### config.mk
export PLATFORM = sky130hd
export DESIGN_NAME = wide_unsigned_divider
export DESIGN_NICKNAME = d
export VERILOG_FILES = /design/src/hdl/wud_pkg.sv /design/src/hdl/wide_unsigned_divider.sv /design/src/hdl/wud_limb_ram.sv
export SDC_FILE = /design/constraint.sdc
export NUM_CORES = 1
export LEC_CHECK = 0
export BUFFER_PORTS_ARGS = -buffer_cell sky130_fd_sc_hd__buf_2
export CORE_AREA = 5 5 256 446
export CTS_CLUSTER_DIAMETER = 60
export DETAILED_ROUTE_END_ITERATION = 8
export DIE_AREA = 0 0 261 451
export PLACE_DENSITY_LB_ADDON = 0.1
export SETUP_SLACK_MARGIN = 0.15
export SLEW_MARGIN = 20
export SYNTH_ARGS = -nofsm -noshare
export SYNTH_HDL_FRONTEND = slang
export SYNTH_SLANG_ARGS = --single-unit
export TNS_END_PERCENT = 50
### constraint.sdc
create_clock -name clock -period 68.9 [get_ports clock]
set_input_delay 6.89 -clock clock [delete_from_list [all_inputs] [get_ports clock]]
set_output_delay 6.89 -clock clock [all_outputs]
set_load 0.01 [all_outputs]
### src/hdl/wud_pkg.sv
`default_nettype none
package wud_pkg;
   localparam int LIMB_WIDTH = 64;
   localparam int LIMB_COUNT_DEFAULT = 2;
endpackage
`default_nettype wire

### src/hdl/wide_unsigned_divider.sv
`default_nettype none
// Wide unsigned divider, LIMB_COUNT x 64 bits.
// Input channel req_: one dividend limb and one divisor limb per request,
// least significant limb first. After LIMB_COUNT requests the block divides.
// Output channel rsp_: LIMB_COUNT results (quotient limb, remainder limb),
// least significant first, rsp_last_result on the top limb. A zero divisor
// gives zeros with rsp_divide_by_zero set on every result of the run.
// The limbs are read from the limb memories into working registers, then
// one radix-2 restoring step per cycle, one per quotient bit (no steps for a
// zero divisor), then one result per cycle while not stalled. The bit-serial
// step loop takes up most of a run.
// Requests are taken only while collecting limbs; req_stall is high during
// the load, the division and while results are emitted. A stalled result holds.
// reset is synchronous, active high; it returns the block to collecting.
module wide_unsigned_divider #(
   parameter int LIMB_COUNT = wud_pkg::LIMB_COUNT_DEFAULT
) (
   input  wire logic                          clock,
   input  wire logic                          reset,
   input  wire logic                          req_valid,
   output logic                               req_stall,
   input  wire logic [wud_pkg::LIMB_WIDTH-1:0] req_dividend_limb,
   input  wire logic [wud_pkg::LIMB_WIDTH-1:0] req_divisor_limb,
   output logic                               rsp_valid,
   input  wire logic                          rsp_stall,
   output logic [wud_pkg::LIMB_WIDTH-1:0]     rsp_quotient_limb,
   output logic [wud_pkg::LIMB_WIDTH-1:0]     rsp_remainder_limb,
   output logic                               rsp_divide_by_zero,
   output logic                               rsp_last_result
);
   import wud_pkg::*;
   localparam int W  = LIMB_COUNT * LIMB_WIDTH;
   localparam int AW = (LIMB_COUNT > 1) ? $clog2(LIMB_COUNT) : 1;
   localparam int SW = $clog2(W + 1);

   localparam logic [1:0] S_COLLECT = 2'd0;
   localparam logic [1:0] S_LOAD    = 2'd1;
   localparam logic [1:0] S_DIVIDE  = 2'd2;
   localparam logic [1:0] S_EMIT    = 2'd3;

   logic [1:0]    state_ff, state_in;
   logic [AW-1:0] cnt_ff, cnt_in;
   logic [AW-1:0] rd_addr;
   logic [SW-1:0] step_ff, step_in;
   logic [W-1:0]  num_ff, num_in, den_ff, den_in, rem_ff, rem_in, quo_ff, quo_in;
   logic          dbz_ff, dbz_in;
   logic [LIMB_WIDTH-1:0] dvd_rd, dvs_rd;
   logic          wr_en, req_take, rsp_take, last_limb;
   logic [W:0]    shifted, diff;

   assign req_stall = (state_ff != S_COLLECT);
   assign req_take  = req_valid && !req_stall;
   assign wr_en     = req_take;
   assign rsp_take  = rsp_valid && !rsp_stall;
   assign last_limb = (cnt_ff == AW'(LIMB_COUNT - 1));
   assign rd_addr   = cnt_ff;

   wud_limb_ram #(.DEPTH(LIMB_COUNT), .WIDTH(LIMB_WIDTH)) u_dividend (
      .clock(clock), .wr_en(wr_en), .wr_addr(cnt_ff), .wr_data(req_dividend_limb),
      .rd_addr(rd_addr), .rd_data(dvd_rd));
   wud_limb_ram #(.DEPTH(LIMB_COUNT), .WIDTH(LIMB_WIDTH)) u_divisor (
      .clock(clock), .wr_en(wr_en), .wr_addr(cnt_ff), .wr_data(req_divisor_limb),
      .rd_addr(rd_addr), .rd_data(dvs_rd));

   assign shifted = {rem_ff, num_ff[W-1]};
   assign diff    = shifted - {1'b0, den_ff};

   always_comb begin
      state_in = state_ff;
      cnt_in   = cnt_ff;
      step_in  = step_ff;
      num_in   = num_ff;
      den_in   = den_ff;
      rem_in   = rem_ff;
      quo_in   = quo_ff;
      dbz_in   = dbz_ff;
      unique case (state_ff)
         S_COLLECT: begin
            if (req_take) begin
               if (last_limb) begin
                  cnt_in   = '0;
                  state_in = S_LOAD;
               end else begin
                  cnt_in = cnt_ff + AW'(1);
               end
            end
         end
         S_LOAD: begin
            // read data for the previously presented address arrives now; shift it in at the top
            if (step_ff != '0) begin
               num_in = W'({dvd_rd, num_ff} >> LIMB_WIDTH);
               den_in = W'({dvs_rd, den_ff} >> LIMB_WIDTH);
            end
            if (step_ff == SW'(LIMB_COUNT)) begin
               step_in  = SW'(W);
               rem_in   = '0;
               quo_in   = '0;
               cnt_in   = '0;
               state_in = S_DIVIDE;
            end else begin
               step_in = step_ff + SW'(1);
               if (!last_limb) begin
                  cnt_in = cnt_ff + AW'(1);
               end
            end
         end
         S_DIVIDE: begin
            if (step_ff == SW'(W)) begin
               dbz_in = (den_ff == '0);
            end
            if (den_ff == '0) begin
               rem_in   = '0;
               quo_in   = '0;
               step_in  = '0;
               state_in = S_EMIT;
            end else begin
               num_in = {num_ff[W-2:0], 1'b0};
               if (shifted[W] || !diff[W]) begin
                  rem_in = diff[W-1:0];
                  quo_in = {quo_ff[W-2:0], 1'b1};
               end else begin
                  rem_in = shifted[W-1:0];
                  quo_in = {quo_ff[W-2:0], 1'b0};
               end
               step_in = step_ff - SW'(1);
               if (step_ff == SW'(1)) begin
                  state_in = S_EMIT;
               end
            end
         end
         S_EMIT: begin
            if (rsp_take) begin
               rem_in = rem_ff >> LIMB_WIDTH;
               quo_in = quo_ff >> LIMB_WIDTH;
               if (last_limb) begin
                  cnt_in   = '0;
                  state_in = S_COLLECT;
               end else begin
                  cnt_in = cnt_ff + AW'(1);
               end
            end
         end
         default: state_in = S_COLLECT;
      endcase
   end

   always_ff @(posedge clock) begin
      if (reset) begin
         state_ff <= S_COLLECT;
         cnt_ff   <= '0;
         step_ff  <= '0;
         dbz_ff   <= 1'b0;
      end else begin
         state_ff <= state_in;
         cnt_ff   <= cnt_in;
         step_ff  <= (state_ff == S_COLLECT) ? '0 : step_in;
         dbz_ff   <= dbz_in;
      end
      num_ff <= num_in;
      den_ff <= den_in;
      rem_ff <= rem_in;
      quo_ff <= quo_in;
   end

   assign rsp_valid          = (state_ff == S_EMIT);
   assign rsp_quotient_limb  = quo_ff[LIMB_WIDTH-1:0];
   assign rsp_remainder_limb = rem_ff[LIMB_WIDTH-1:0];
   assign rsp_divide_by_zero = dbz_ff;
   assign rsp_last_result    = last_limb;
endmodule
`default_nettype wire

### src/hdl/wud_limb_ram.sv
`default_nettype none
module wud_limb_ram #(
   parameter int DEPTH = 2,
   parameter int WIDTH = 64
) (
   input  wire logic                                       clock,
   input  wire logic                                       wr_en,
   input  wire logic [((DEPTH > 1) ? $clog2(DEPTH) : 1)-1:0] wr_addr,
   input  wire logic [WIDTH-1:0]                           wr_data,
   input  wire logic [((DEPTH > 1) ? $clog2(DEPTH) : 1)-1:0] rd_addr,
   output logic      [WIDTH-1:0]                           rd_data
);
   logic [WIDTH-1:0] mem [DEPTH];

   always_ff @(posedge clock) begin
      if (wr_en) begin
         mem[wr_addr] <= wr_data;
      end
      rd_data <= mem[rd_addr];
   end
endmodule
`default_nettype wire
# After elaboration in Yosys (flattened, before gate mapping)
# Memories as Yosys holds them, arrays and structs flattened. A register that Yosys moved wholly into a read port is not among the register bits.
# Index checks and enable logic that the tools add are counted.
word_totals:
  register_bits: 524
  ramBits: 256
  wordCells: 79
  memories: 2
op_classes:
  n_addsub: 4
  eq_ne: 14
  mux: 31
  reduce_logical: 20
mem_list:
  columns: ["memory", "depth", "word_bits", "read_ports", "rd_ports_with_merged_regs", "write_ports", "line_no", "source"]
  rows:
  - ["u_dividend.mem", 2, 64, 1, 1, 1, "wud_limb_ram.sv:13", "logic [WIDTH-1:0] mem [DEPTH];"]
  - ["u_divisor.mem", 2, 64, 1, 1, 1, "wud_limb_ram.sv:13", null]
ops:
  columns: ["operator", "n"]
  rows:
  - ["2-to-1 mux 128 bit", 8]
  - ["case mux 128 bit (3 select lines)", 2]
  - ["case mux 128 bit (2 select lines)", 1]
  - ["subtractor 129 x 128 -> 129 bit", 1]
  - ["logical NOT 128 bit", 1]
  - ["2-to-1 mux 8 bit", 2]
  - ["case mux 8 bit (2 select lines)", 1]
  - ["2-to-1 mux 2 bit", 7]
  - ["!= test 2 bit (second input constant)", 5]
  - ["AND reduction 3 bit", 3]
  - ["adder 8 x 1 -> 8 bit (second input constant)", 1]
  - ["equality test 8 x 1 -> 1 bit (second input constant)", 1]
  - ["equality test 8 x 2 -> 1 bit (second input constant)", 1]
  - ["equality test 8 bit (second input constant)", 1]
  - ["2-to-1 mux 1 bit", 8]
  - ["case mux 2 bit (4 select lines)", 1]
  - ["nonzero test 8 bit", 1]
  - ["subtractor 8 x 1 -> 8 bit (second input constant)", 1]
  - ["AND reduction 6 bit", 1]
  - ["nonzero test 3 bit", 2]
  - ["equality test 2 bit (second input constant)", 2]
  - ["!= test 2 x 1 -> 1 bit (second input constant)", 2]
  - ["AND reduction 2 bit", 2]
  - ["nonzero test 2 bit", 2]
  - ["other kinds (9)", 12]

# Longest topological paths before layout
depth:
  ltp_word: 6
  mapped_depth: 18

# By module
# A second synthesis with hierarchy kept.
hier_totals:
  hier_cells: 3378
  hier_area_um2: 43255.2
modules_own_cells:
  columns: ["module", "instances", "cells_each", "area_per_inst_um2"]
  rows:
  - ["wide_unsigned_divider", 1, 2848, 30825.8]
  - ["wud_limb_ram", 2, 265, 6214.7]

# Worst setup path after synthesis
# OpenSTA, ideal clock, no wires.
synth_path:
  path_type: "input port to flip-flop"
  startpoint: "input rsp_stall"
  endpoint: "register quo_ff[0], enable pin"
  setup_ps: 1239
  arrival_time_ps: 25111
  t_required_ps: 67661
  slack_ps: 42550
  cell_stages: 2
  path_buffers: 0
  cell_sequence: "nand2_1 nor3b_1"
synth_via:
  elab_chain_len: 4
synth_lines:
  columns: ["item", "line_no", "source"]
  rows:
  - ["start, declared", "wide_unsigned_divider.sv:25", "input wire logic rsp_stall,"]
  - ["logical NOT 1 bit", "wide_unsigned_divider.sv:54", "assign rsp_take = rsp_valid && !rsp_stall;"]
  - ["logical AND 1 bit", "wide_unsigned_divider.sv:54", null]
  - ["!= test 2 x 1 -> 1 bit (no line)", null, null]
  - ["AND reduction 3 bit (no line)", null, null]
  - ["end signal, assigned", "wide_unsigned_divider.sv:162", "quo_ff <= quo_in;"]
  - ["end, declared", "wide_unsigned_divider.sv:45", "logic [W-1:0] num_ff, num_in, den_ff, den_in, rem_ff, rem_in, quo_ff, quo_in;"]
# No other way between the ends.
# A chain may end at the register's enable or synchronous reset.

# Worst setup path in the final report
layout_path:
  startpoint: "input rsp_stall"
  endpoint: "register quo_ff[125], enable pin"
# The elaborated chain is that of the path after synthesis.

==> run_results.csv <==
group,metric,value,unit
setup_path,cp_cell_sequence,"buf_2 > nand2_1 > nor3b_2 > buf_4 > buf_4 > buf_12",
floorplan,die_y,451,µm
synthesis,ys_seq_area_frac,0.607,
drt,wl,121000,µm
setup_path,cp_common_cell,"buf_4",
placed_design,place_ws,58.85,ns
setup_path,slowest_delay,0.79,ns
cts,cts-root-buf,"clkbuf_16",
final_layout,fill_cells,10300,
cts,clock_sinks,908,
setup_path,start_kind,"input port",
setup_path,end_kind,"flip-flop",
final_layout,drive_above_1_share,0.199,
timing,worst_slew_pin_slew,1.19,ns
floorplan,row_count,161,
setup_path,crit_family,"buffers and inverters",
synthesis,synth_cell_type_count,76,
synthesis,ys_warn_count,0,
drt,wl_per_cell,24.1,µm
final_layout,multi_input_area,0.0146,mm²
timing,finalSetupViolCount,0,
power_and_ir_drop,leakagePower,17.9,nW
setup_path,critPathBufInv,4,
setup_path,slowest_stage,"buf_4",
cts,ctsResizeCount,0,
drt,drc_errors,0,
setup_path,crit_required,69.18,ns
timing,fmax,0.106,GHz
floorplan,ioPinCount,264,
timing,finalSetupTns,0,ns
synthesis,synth_edf_count,768,
synthesis,ys_async_sr_fraction,0,
grt,grt_max_degree,146,
final_layout,nets,3758,
floorplan,start_util,0.388,
min_path,worstHoldPathType,"flip-flop to flip-flop",
setup_path,path_class,"input port to flip-flop",
power_and_ir_drop,p_total,0.00193,W
cts,clk-insertion-delay-late,0.68,ns
timing,clock_skew,0.0356,ns
drt,vias,26700,
drt,ant_nets,0,
synthesis,synth-main-ff-cell,"edfxtp_1",
timing,holdWs,0.393,ns
placed_design,io_buffers,263,
synthesis,ys_ff_latch,908,
placed_design,dpl.hpwl,89300,µm
setup_path,worst_ep_arrival_time,9.71,ns
timing,fin_ws,59.47,ns
grt,grt_pass1_wl,179000,µm
grt,antenna_found_initial,19,
timing,rsz0062_at_grt,"no",
synthesis,synth_area_leaders,"edfxtp_1 (54%), mux2_2 (6.7%), dfxtp_1 (6.6%)",
run,cap_violations,0,
grt,grt_pass1_vias,28500,
setup_path,critPathMaxFanout,145,
floorplan,coreArea,0.110,mm²
timing,min_period_over_period,0.137,
floorplan,die_w,261,µm
timing,hold_viol_final,0,
cts,htreeDepth,3,
cts,clk_path_buf_depth,3,
timing,maxSlewViolCount,0,
drt,drt-initial-drc-count,1550,
synthesis,synth_area,0.0426,mm²
timing,finalCriticalPeriod,9.43,ns
cts,cts.reportedPaths.clkPinSlew,0.06,ns
synthesis,yosysTopAreaCell,"edfxtp_1",
cts,post_cts_buffers,0,
grt,grt_util_all_layers,0.201,
synthesis,synth_top_area_share,0.541,
cts,cts_inserted_buffers,86,
final_layout,area_delta_synth_final,11.5,%
power_and_ir_drop,peakVddDrop,28.5,µV
drt,vias_per_cell,5.31,
synthesis,synth_nets,3662,
floorplan,dieArea,0.118,mm²
synthesis,synth_cells,3392,
drt,drtPass1Iterations,5,
grt,grt_overflow,0,
placed_design,gp_congestion,0.905,
power_and_ir_drop,power_density,40.6,mW/mm²
run_status,outcome,"finished clean",
cts,cts_tree,"yes",
timing,timing.slew.headroom,0.200,
cts,ctsHoldBuffers,0,
synthesis,synth.avg_cell_area,12.6,µm²
final_layout,regArea,0.0259,mm²
==> logic make-up (layout without fill, tap and decap cells) <==
group                    after synthesis  in the layout  synth area share
AND/OR/NAND/NOR                      710            710            0.0792
AO/OA/AOI/OAI                        688            688             0.102
multiplexers                         360            360            0.0921
other                                  0             10                 0
adder cells (fa/ha/maj)              138            138            0.0407
flip-flops                           908            908             0.607
buffers and inverters                463            633            0.0534
XOR/XNOR                             125            125            0.0257
==> registers in the layout (all words and copies together), names as in the netlist, 64 cells and up <==
signal	flops
den_ff	128
num_ff	128
quo_ff	128
rem_ff	128
u_dividend.mem	128
u_dividend.rd_data	64
u_divisor.mem	128
u_divisor.rd_data	64
==> path summary, 6_finish.rpt <==
| path | endpoint | cells after the start | startpoint | slack [ns] |
|---|---|---|---|---|
| setup / recovery | quo_ff[125] | 6 | rsp_stall | 59.47 |
| hold / removal | den_ff[100] | 0 | u_divisor.rd_data[36] | 0.39 |
| setup reg to reg | rem_ff[57] | 14 | den_ff[29] | 62.85 |
| hold reg to reg | den_ff[100] | 0 | u_divisor.rd_data[36] | 0.39 |
==> where the power goes <==
group	total (W)	internal [W]	switching (W)
Sequential	0.000852	0.000786	0.0000666
Clock	0.000499	0.000287	0.000212
Combinational	0.000576	0.000216	0.000360
Total	0.00193	0.00129	0.000639
==> metal layers <==
| metal | part of all wire | global-route usage |
|---|---|---|
| met1 | 0.37 | 0.221 |
| met2 | 0.53 | 0.370 |
| met3 | 0.046 | 0.0364 |
| met4 | 0.052 | 0.0964 |
| met5 | 0.00093 | 0 |
==> final cells by class <==
class,instances,share of cell area
tap,1467,0.0386
antenna,10,0.000527
clock buffer,109,0.0497
multi-input combinational,2021,0.307
clock inverter,53,0.0131
timing repair buffer,291,0.0327
sequential,908,0.544
inverter,180,0.0142
==> through the flow <==
stage | instances | utilization | area (µm²)
3_5_place_dp | 4867 | 0.405 | 44500
6_report | 5039 | 0.433 | 47500
4_1_cts | 5029 | 0.433 | 47500
3_3_place_gp | 4867 | 0.405 | 44500
2_1_floorplan | 3392 | - | 42600
5_1_grt | 5030 | 0.433 | 47500
==> cell usage in the layout (no fill, tap or decap), types with 45 or more instances in the layout <==
cell,Yosys,final
a21o_1,59,59
a21oi_1,208,208
a22o_1,68,68
and3_1,74,73
buf_2,9,263
clkbuf_16,0,90
dfxtp_1,140,139
edfxtp_1,768,768
ha_1,137,135
inv_1,180,180
mux2_2,254,254
mux2i_1,105,105
nand2_1,243,240
nand4_1,58,58
nor2_1,172,170
nor4_1,47,45
o21ai_0,109,109
o21ai_1,84,84
xnor2_1,80,80
xor2_1,45,45
==> synth_stat cells (all sizes together) (49+ instances only) <==
master / instances
edfxtp: 768
a21o: 59
inv: 180
o21ai: 193
clkbuf: 130
dfxtp: 140
nand4: 58
buf: 153
and3: 74
mux2: 255
nand2: 243
a21oi: 208
ha: 137
nor4: 49
xnor2: 80
nor2: 172
a22o: 68
mux2i: 105
Power figures use the tool's default switching activity.
